File: config.mk
export PLATFORM = sky130hd
export DESIGN_NAME = frame_buffer_slot_manager
export DESIGN_NICKNAME = d
export VERILOG_FILES = /design/src/fbsm_pkg.sv /design/src/fbsm_prio_enc.sv /design/src/frame_buffer_slot_manager.sv
export SDC_FILE = /design/constraint.sdc
export NUM_CORES = 1
export LEC_CHECK = 0
export BUFFER_PORTS_ARGS = -buffer_cell sky130_fd_sc_hd__buf_2
export CAP_MARGIN = 20
export CORE_MARGIN = 4
export CORE_UTILIZATION = 25
export DETAILED_ROUTE_END_ITERATION = 8
export PLACE_DENSITY = 0.44
export SETUP_SLACK_MARGIN = 0.3
export SYNTH_ARGS = -nofsm -noshare
export SYNTH_HDL_FRONTEND = slang
export SYNTH_SLANG_ARGS = --single-unit
export TNS_END_PERCENT = 1
File: constraint.sdc
create_clock -name clock -period 5.6 [get_ports clock]
set_clock_uncertainty 0.05 [all_clocks]
set_input_delay 0 -clock clock [delete_from_list [all_inputs] [get_ports clock]]
set_output_delay 0 -clock clock [all_outputs]
set_load 0.005 [all_outputs]
File: src/fbsm_pkg.sv
package fbsm_pkg;

   // Default slot storage; the live slot count never exceeds what buffer_count can express.
   localparam int MAX_SLOTS_DEFAULT = 4;
   localparam int BUF_CNT_LIMIT     = 7;

   localparam int CMD_W      = 2;
   localparam int SLOT_IN_W  = 3;
   localparam int SLOT_OUT_W = 2;
   localparam int LEVEL_W    = 3;
   localparam int CNT_W      = 32;
   localparam int BUF_CNT_W  = 3;
   localparam int CSR_ADDR_W = 3;
   localparam int CSR_DATA_W = 32;

   localparam logic [CMD_W-1:0] CMD_FILL_REQ  = 2'd0;
   localparam logic [CMD_W-1:0] CMD_FILL_DONE = 2'd1;
   localparam logic [CMD_W-1:0] CMD_CAPTURE   = 2'd2;
   localparam logic [CMD_W-1:0] CMD_RELEASE   = 2'd3;

   localparam logic [1:0] ST_FREE    = 2'd0;
   localparam logic [1:0] ST_FILLING = 2'd1;
   localparam logic [1:0] ST_READY   = 2'd2;
   localparam logic [1:0] ST_HELD    = 2'd3;

   localparam logic [BUF_CNT_W-1:0] BUF_CNT_RESET = 3'd3;
   localparam logic [BUF_CNT_W-1:0] BUF_CNT_MIN   = 3'd2;

   // Word index of the register, taken from paddr[2].
   localparam logic CSR_IDX_BUF_CNT = 1'b0;

   typedef logic [1:0] slot_state_type;

   typedef struct packed {
      logic [CMD_W-1:0]     command;
      logic [SLOT_IN_W-1:0] slot;
   } req_type;

   typedef struct packed {
      logic [SLOT_OUT_W-1:0] slot_out;
      logic                  slot_valid;
      logic                  frame_signal;
      logic                  dropped;
      logic [CNT_W-1:0]      drop_count;
      logic [LEVEL_W-1:0]    ready_count;
      logic [CNT_W-1:0]      request_count;
      logic [CNT_W-1:0]      finish_count;
   } rsp_type;

   // (ptr + 1) mod n for ptr <= 6 and 2 <= n <= 7; at most three subtractions.
   function automatic logic [2:0] wrap_inc(input logic [2:0] ptr, input logic [2:0] n);
      logic [3:0] v;
      v = {1'b0, ptr} + 4'd1;
      for (int k = 0; k < 3; k++) begin
         if (v >= {1'b0, n}) begin
            v = v - {1'b0, n};
         end
      end
      return v[2:0];
   endfunction

endpackage

File: src/fbsm_prio_enc.sv
module fbsm_prio_enc
   #(parameter int N  = 4,
     parameter int IW = 2)
   (input  logic [N-1:0]  hit,
    output logic          found,
    output logic [IW-1:0] index);

   // lowest set bit wins
   always_comb begin
      found = |hit;
      index = '0;
      for (int i = N - 1; i >= 0; i--) begin
         if (hit[i]) begin
            index = IW'(i);
         end
      end
   end

endmodule

File: src/frame_buffer_slot_manager.sv
// An accepted command is registered, then its result word is registered with rsp_valid.
// Throughput: one command per clock; busy stays low, the next command sees all state
//   updates of the one before it (state is written at the same edge as the result word).
// Reset (synchronous, active high): all slots free, ready queue empty, counters zero,
//   buffer_count back to 3; queue entries themselves are not cleared.
// The receiver cannot stall: each result word is shown for exactly one cycle.
module frame_buffer_slot_manager
   import fbsm_pkg::*;
   #(parameter int MAX_SLOTS = MAX_SLOTS_DEFAULT)
   (input  logic                  clock,
    input  logic                  reset,
    // command channel
    input  logic                  start,
    output logic                  busy,
    input  req_type               req_data,
    // result channel
    output logic                  rsp_valid,
    output rsp_type               rsp_data,
    // register port
    input  logic                  psel,
    input  logic                  penable,
    input  logic                  pwrite,
    input  logic [CSR_ADDR_W-1:0] paddr,
    input  logic [CSR_DATA_W-1:0] pwdata,
    output logic [CSR_DATA_W-1:0] prdata,
    output logic                  pready);

   // buffer_count is 3 bits, so at most 7 slots are ever live whatever MAX_SLOTS is
   localparam int USED_SLOTS = (MAX_SLOTS < BUF_CNT_LIMIT) ? MAX_SLOTS : BUF_CNT_LIMIT;
   localparam int IW         = $clog2(USED_SLOTS);

   // ---------------------------------------------------------------- registers
   logic                  req_valid_ff, req_valid_in;
   req_type               req_ff;

   logic                  rsp_valid_ff;
   logic [SLOT_OUT_W-1:0] slot_out_ff, slot_out_in;
   logic                  slot_valid_ff, slot_valid_in;
   logic                  frame_ff, frame_in;
   logic                  dropped_ff, dropped_in;

   logic [BUF_CNT_W-1:0]  buf_cnt_ff, buf_cnt_in;
   slot_state_type        state_ff [USED_SLOTS];
   slot_state_type        state_in [USED_SLOTS];
   logic [IW-1:0]         fifo_ff  [USED_SLOTS];
   logic [IW-1:0]         rd_ptr_ff, rd_ptr_in;
   logic [IW-1:0]         wr_ptr_ff, wr_ptr_in;
   logic [LEVEL_W-1:0]    level_ff, level_in;
   logic [CNT_W-1:0]      drops_ff, drops_in;
   logic [CNT_W-1:0]      requests_ff, requests_in;
   logic [CNT_W-1:0]      finishes_ff, finishes_in;

   // ---------------------------------------------------------------- register port
   logic csr_wr;

   assign pready = 1'b1;
   assign csr_wr = psel && penable && pwrite && pready && (paddr[2] == CSR_IDX_BUF_CNT);
   assign buf_cnt_in = csr_wr ? pwdata[BUF_CNT_W-1:0] : buf_cnt_ff;

   always_comb begin
      prdata = '0;
      if (paddr[2] == CSR_IDX_BUF_CNT) begin
         prdata = CSR_DATA_W'(buf_cnt_ff);
      end
   end

   // ---------------------------------------------------------------- command intake
   assign busy         = 1'b0;
   assign req_valid_in = start && !busy;

   // ---------------------------------------------------------------- slot count in use
   logic [2:0] n_slots;

   always_comb begin
      priority if (buf_cnt_ff < BUF_CNT_MIN) begin
         n_slots = BUF_CNT_MIN;
      end else if (buf_cnt_ff > 3'(USED_SLOTS)) begin
         n_slots = 3'(USED_SLOTS);
      end else begin
         n_slots = buf_cnt_ff;
      end
   end

   // ---------------------------------------------------------------- slot scans
   logic [USED_SLOTS-1:0] free_hit, fill_hit;
   logic                  free_found, fill_found;
   logic [IW-1:0]         free_idx, fill_idx;

   always_comb begin
      for (int i = 0; i < USED_SLOTS; i++) begin
         free_hit[i] = (3'(i) < n_slots) && (state_ff[i] == ST_FREE);
         fill_hit[i] = (3'(i) < n_slots) && (state_ff[i] == ST_FILLING);
      end
   end

   fbsm_prio_enc #(.N(USED_SLOTS), .IW(IW)) u_free_enc
      (.hit(free_hit), .found(free_found), .index(free_idx));

   fbsm_prio_enc #(.N(USED_SLOTS), .IW(IW)) u_fill_enc
      (.hit(fill_hit), .found(fill_found), .index(fill_idx));

   // ---------------------------------------------------------------- ready queue view
   logic [IW-1:0] head;
   logic          head_ok;      // head entry names a slot still in use
   logic          q_nonempty;
   logic [IW-1:0] rd_ptr_adv, wr_ptr_adv;
   logic          slot_ok;
   logic [IW-1:0] slot_idx;

   assign head       = fifo_ff[rd_ptr_ff];
   assign head_ok    = 3'(head) < n_slots;
   assign q_nonempty = level_ff != '0;
   assign rd_ptr_adv = IW'(wrap_inc(3'(rd_ptr_ff), n_slots));
   assign wr_ptr_adv = IW'(wrap_inc(3'(wr_ptr_ff), n_slots));
   assign slot_ok    = req_ff.slot < n_slots;
   assign slot_idx   = IW'(req_ff.slot);   // only used when slot_ok

   // ---------------------------------------------------------------- command logic
   logic               pop, push;
   logic [LEVEL_W-1:0] level_popped;

   always_comb begin
      state_in      = state_ff;
      pop           = 1'b0;
      push          = 1'b0;
      slot_out_in   = '0;
      slot_valid_in = 1'b0;
      frame_in      = 1'b0;
      dropped_in    = 1'b0;
      requests_in   = requests_ff;
      finishes_in   = finishes_ff;
      level_popped  = level_ff;

      if (req_valid_ff) begin
         unique case (req_ff.command)
            CMD_FILL_REQ: begin
               requests_in   = requests_ff + 32'd1;
               slot_valid_in = 1'b1;
               if (free_found) begin
                  state_in[free_idx] = ST_FILLING;
                  slot_out_in        = SLOT_OUT_W'(free_idx);
               end else begin
                  // overwrite path: oldest ready, then a slot mid-fill, then slot 0
                  pop        = q_nonempty;
                  dropped_in = 1'b1;
                  priority if (q_nonempty && head_ok) begin
                     state_in[head] = ST_FILLING;
                     slot_out_in    = SLOT_OUT_W'(head);
                  end else if (fill_found) begin
                     slot_out_in = SLOT_OUT_W'(fill_idx);
                  end else begin
                     slot_out_in = '0;
                  end
               end
            end
            CMD_FILL_DONE: begin
               finishes_in = finishes_ff + 32'd1;
               frame_in    = 1'b1;
               if (slot_ok) begin
                  // backlog full: retire the oldest ready frame first
                  if (({1'b0, level_ff} + 4'd1 >= {1'b0, n_slots}) && q_nonempty) begin
                     pop          = 1'b1;
                     level_popped = level_ff - 3'd1;
                     if (head_ok) begin
                        state_in[head] = ST_FREE;
                        dropped_in     = 1'b1;
                     end
                  end
                  state_in[slot_idx] = ST_READY;
                  push               = level_popped < n_slots;
               end
            end
            CMD_CAPTURE: begin
               pop = q_nonempty;
               if (q_nonempty && head_ok) begin
                  state_in[head] = ST_HELD;
                  slot_out_in    = SLOT_OUT_W'(head);
                  slot_valid_in  = 1'b1;
               end
            end
            CMD_RELEASE: begin
               if (slot_ok && state_ff[slot_idx] == ST_HELD) begin
                  state_in[slot_idx] = ST_FREE;
               end
            end
            default: begin
            end
         endcase
      end

      rd_ptr_in = pop  ? rd_ptr_adv : rd_ptr_ff;
      wr_ptr_in = push ? wr_ptr_adv : wr_ptr_ff;
      level_in  = level_ff - LEVEL_W'(pop) + LEVEL_W'(push);
      drops_in  = drops_ff + CNT_W'(dropped_in);
   end

   // ---------------------------------------------------------------- state registers
   always_ff @(posedge clock) begin
      if (reset) begin
         req_valid_ff <= 1'b0;
         rsp_valid_ff <= 1'b0;
         buf_cnt_ff   <= BUF_CNT_RESET;
         rd_ptr_ff    <= '0;
         wr_ptr_ff    <= '0;
         level_ff     <= '0;
         drops_ff     <= '0;
         requests_ff  <= '0;
         finishes_ff  <= '0;
         for (int i = 0; i < USED_SLOTS; i++) begin
            state_ff[i] <= ST_FREE;
         end
      end else begin
         req_valid_ff <= req_valid_in;
         rsp_valid_ff <= req_valid_ff;
         buf_cnt_ff   <= buf_cnt_in;
         rd_ptr_ff    <= rd_ptr_in;
         wr_ptr_ff    <= wr_ptr_in;
         level_ff     <= level_in;
         drops_ff     <= drops_in;
         requests_ff  <= requests_in;
         finishes_ff  <= finishes_in;
         state_ff     <= state_in;
      end
   end

   // payload: command word, result word, queue entries
   always_ff @(posedge clock) begin
      if (req_valid_in) begin
         req_ff <= req_data;
      end
      slot_out_ff   <= slot_out_in;
      slot_valid_ff <= slot_valid_in;
      frame_ff      <= frame_in;
      dropped_ff    <= dropped_in;
      if (push) begin
         fifo_ff[wr_ptr_ff] <= slot_idx;
      end
   end

   // ---------------------------------------------------------------- result word
   // counters and level are read straight from state, which moves with the result
   assign rsp_valid              = rsp_valid_ff;
   assign rsp_data.slot_out      = slot_out_ff;
   assign rsp_data.slot_valid    = slot_valid_ff;
   assign rsp_data.frame_signal  = frame_ff;
   assign rsp_data.dropped       = dropped_ff;
   assign rsp_data.drop_count    = drops_ff;
   assign rsp_data.ready_count   = level_ff;
   assign rsp_data.request_count = requests_ff;
   assign rsp_data.finish_count  = finishes_ff;

endmodule

; ---- After elaboration in Yosys (flattened, before gate mapping)
; Memories as Yosys holds them, arrays and structs flattened. A register that Yosys moved wholly into a read port is not among the register bits.
; Cells that the tools add are included.
[totals]
register_bits = 126
input_bits = 46
memories = 1
mem_bits_rw = 8
output_inout_bits = 139
word_cells = 182
[op_classes]
n_lt_le_gt_ge = 22
bitwise_logic = 18
eq_ne = 12
muxes = 67
addsub = 15
n_reduce_logical = 28
[memory_table]
columns = memory, depth, width, rd, rd_ports_with_merged_regs, wr, line
row1 = fifo_ff, 4, 2, 1, 1, 1, frame_buffer_slot_manager.sv:45  ; logic [IW-1:0] fifo_ff [USED_SLOTS];
[op_table]
columns = cell, count
row1 = $mux 8, 10
row2 = $add 32x1->32 const B, 2
row3 = $mux 2, 21
row4 = $add 32x1->32, 1
row5 = $pmux 8 s4, 1
row6 = $mux 3, 7
row7 = $ge 4x3->1, 5
row8 = $logic_and 1x1->1, 17
row9 = $and 8x8->8, 2
row10 = $mux 1, 16
row11 = $mux 4, 4
row12 = $not 8->8, 2
row13 = $and 4x4->4, 3
row14 = $demux 2 s2, 3
row15 = $not 4->4, 3
row16 = $or 4x4->4, 3
row17 = $eq 2x1->1 const B, 5
row18 = $logic_not 2->1, 5
row19 = $ge 3x3->1 const B, 3
row20 = $lt 3x1->1 const B, 3
row21 = $not 2->3, 3
row22 = $or 8x8->8, 1
row23 = $reduce_or 4->1, 2
row24 = $sub 3x3->4, 2
row25 = 25 further kinds, 38

; ---- Depth between registers and ports, before layout
[logic_depth]
word_depth = 18
ltp_mapped = 24
ltp_nobuf = 24

; ---- By module
; Synthesis repeated with hierarchy kept, for this count alone.
[unflattened]
cells_unflattened = 903
area_unflattened_um2 = 7768.7
[by_module_without_submodules]
columns = module, cells_each, n_inst, area_each_um2, seq_area_each_um2
row1 = frame_buffer_slot_manager, 889, 1, 7698.6, 2852.7
row2 = fbsm_prio_enc, 7, 2, 35.0, 0.0

; ---- Worst setup path before layout
; OpenSTA, ideal clock, no wires.
[synth_path]
path_type = reg-to-reg
startpoint = register buf_cnt_ff[1]
endpoint = register (tool-made name)
setup_slack_ps = 435
path_buffers = 0
synth_period_minus_slack_ps = 5165
required_time_ps = 5432
path_stages_with_launch = 24
arrival_ps = 4997
setup_ps = 118
path_cell_list = dfxtp_1 > nand2_1 > nor2_1 > ha_1 > fa_1 > inv_1 > fa_1 > a31oi_1 > mux2_2 > ha_1 > fa_1 > a21bo_2 > a21oi_1 > o31ai_1 > mux2_2 > ha_1 > inv_1 > fa_1 > a21o_1 > a21oi_1 > o211ai_1 > mux2i_1 > nor3_1 > a31o_2
[synth_rtl]
columns = item, line
row1 = start: declaration, frame_buffer_slot_manager.sv:42  ; logic [BUF_CNT_W-1:0] buf_cnt_ff, buf_cnt_in;
row2 = start signal: assignment, frame_buffer_slot_manager.sv:215  ; buf_cnt_ff <= buf_cnt_in;

==> impl_metrics.ini <==
[status]
status = finished clean

[sta]
rsz0062_at_grt = yes
slew_headroom = 0.500
worst_pin_slew_ps = 750
period_minus_slack_ps = 5030
fmax_mhz = 199
tns_ps = 0
finalSetupViolCount = 0
hold_viol_final = 0
slew_viol_final = 0
finalCritPeriodShare = 0.898

[clocking]
clockBufferDepth = 2
clk_pin_slew_ps = 60
clock-sinks = 136
root_buffer = clkbuf_16
cts_tree = done
htreeDepth = 4
numCtsBuffers = 17
clkLatencyLatePin_ps = 420

[routing]
first_pass_iters = 4
detailedRoute.firstIterationViolations = 369
drt_wl_total_um = 20100
drt-vias-per-instance = 4.49
ant_nets = 0
routed-via-count = 6367
drc = 0
wl_per_cell_um = 14.2

[min_path]
min_to = prdata[2]
hold_depth = 3
hold_class = input port to output port
hp-start = paddr[2]

[setup_path]
arrival_ps = 5280
cp_data_required_time_ps = 5850
rrSetupSlack_ps = 570
rr_worst_depth = 24
end_kind = flip-flop
worstSetupPathType = flip-flop to flip-flop
startpoint_type = flip-flop
r2r_start = buf_cnt_ff[1]$_SDFFE_PP1P_
path_max_fanout = 4

[die]
die_area_sq_mm = 0.0336
pin_count = 185
die-height_um = 183
core_area_sq_mm = 0.0300
row_count = 63
die_x_um = 183
initial_core_util = 0.256

[grt]
overflow = 0
grtUsageTotal = 0.117
grt_pass1_vias = 5973
grt_pass1_wl_um = 32100
grt_max_degree = 67
antenna_found_initial = 0

[yosys]
synth_edf_count = 13
async_flop_share = 0
syn_area_per_cell_sq_um = 8.74
synthFlopType = dfxtp_1
synth_most_common_cell = dfxtp_1
synth.area.top_cells = dfxtp_1 32%, xor2_1 6.5%, ha_1 6.4%
seq_area_frac_synth = 0.372
synth_top_area_share = 0.321
synth.top_cells.by_count = 123 x dfxtp_1, 113 x nor2_1, 70 x nand2_1, 57 x xor2_1, 39 x ha_1
yosys.area.top_type = dfxtp_1
synth_cell_types = 77
synth_seq_cells = 136
synth_area_sq_mm = 0.00768
ys_warn_count = 0
synthCells = 878

[flow_run]
maxCapViolCount = 0

[layout]
nNetsFinal = 1111
fillers = 3199
syn2layout_area_growth_pct = 22.9
final_util = 0.315
diodes = 0
drive_above_1_share = 0.211

[pwr]
p_leak_uw = 0.00399
power_density_mw_per_mm2 = 287
ir_drop_uv = 255

[placed_design]
io_buffer_count = 122
globalplace.congestion = 0.825
dpl.hpwl_um = 14900
==> per-stage QoR <==
step	setup WS, ps	cell area [sq um]	std cells	power (uW)	hold WS, ps
2_1_floorplan	435	7790	907	1410	-23.1
3_3_place_gp	353	8610	1371	1490	128
3_5_place_dp	200	8610	1371	1490	129
4_1_cts	280	9360	1415	2710	212
5_1_grt	278	9440	1419	2860	236
6_report	572	9440	1419	2710	211
==> report_power, final <==
group	leakage [uW]	switching, uW	internal, uW
registers	0.00111	15.7	993
clock network	0.000294	478	712
logic	0.00258	268	244
total	0.00399	761	1950
==> logic make-up (layout without fill, tap and decap cells) <==
logic type | Yosys count | count (layout) | share of synthesized area
AOI/OAI and AO/OA | 140 | 140 | 0.120
xor gates and xnor gates | 78 | 78 | 0.0890
adders and majority gates | 48 | 48 | 0.0870
buffers and inverters | 99 | 221 | 0.0676
DFF | 136 | 136 | 0.372
muxes | 26 | 26 | 0.0375
other | 2 | 31 | 0.000978
and+or+nand+nor | 349 | 349 | 0.227
==> cells in the final DEF (no fill, tap or decap), types with 17 or more instances in the layout <==
master | netlist | routed
a21oi_1 | 38 | 37
buf_2 | 4 | 121
buf_4 | 34 | 19
clkbuf_16 | 0 | 17
conb_1 | 2 | 31
dfxtp_1 | 123 | 121
ha_1 | 39 | 38
inv_1 | 37 | 37
nand2_1 | 70 | 69
nand3_1 | 32 | 32
nand4_1 | 19 | 19
nor2_1 | 113 | 112
nor2b_1 | 20 | 20
o21ai_0 | 36 | 36
or3_1 | 22 | 22
xnor2_1 | 21 | 21
xor2_1 | 57 | 57
==> critical path, stage by stage (launching register included) <==
cell and delay [ps]:
dfxtp_1 350, nand2_2 100, nor2_4 180, buf_4 140
ha_2 180, fa_1 170, inv_1 50, fa_1 380
a31oi_2 190, mux2_2 370, ha_1 240, fa_2 370
a21bo_2 220, a21oi_2 60, o31ai_2 120, mux2_4 240
ha_1 130, inv_1 50, fa_1 380, a21o_1 160
a21oi_1 130, o211ai_1 170, mux2i_1 190, nor3_1 60
a31o_2 240
==> how the worst max path moves through the flow <==
| stage | endpoint | depth (start not counted) | slack [ps] | from |
|---|---|---|---|---|
| floorplan | flip-flop | 23 | 440 | buf_cnt_ff[1]$_SDFFE_PP1P_ |
| global placement | flip-flop | 24 | 350 | buf_cnt_ff[1]$_SDFFE_PP1P_ |
| detailed placement | flip-flop | 24 | 200 | buf_cnt_ff[1]$_SDFFE_PP1P_ |
| CTS | wr_ptr_ff[1]$_SDFFE_PP0P_ | 22 | 280 | wr_ptr_ff[0]$_SDFFE_PP0P_ |
| global route | flip-flop | 24 | 280 | buf_cnt_ff[1]$_SDFFE_PP1P_ |
| finish | flip-flop | 24 | 570 | buf_cnt_ff[1]$_SDFFE_PP1P_ |
==> timing repair <==
| action | CTS | global route |
|---|---|---|
| setup endpoints to repair | 6 | 6 |
| resized for setup | 2 | 13 |
| pin swaps | 0 | 2 |
| hold buffers | 13 | 0 |
| setup buffers | 0 | 4 |
| endpoints found under the hold margin | 21 | 0 |
==> final cells by class <==
cell class                      count  area (sq um)  area share
Timing Repair Buffer              153           878      0.0931
Sequential cell                   136          2860       0.303
Clock inverter                     14           184      0.0195
Inverter                           37           139      0.0147
Multi-Input combinational cell    672          4470       0.473
Tap cell                          390           488      0.0517
Clock buffer                       17           425      0.0451
==> registers in the layout, indices dropped and copies added, names as in the netlist, 3 cells and up, named ones only <==
name and flops:
state_ff 8, finishes_ff 32, drops_ff 32, buf_cnt_ff 3, req_ff 5, level_ff 3, fifo_ff 8, requests_ff 32
==> metal layers <==
layer,GRT usage,routed length (um)
met1,0.163,9790
met2,0.185,9100
met3,0.0290,1070
met4,0.0262,168
met5,0,0
(Power assumes the default switching activity.)
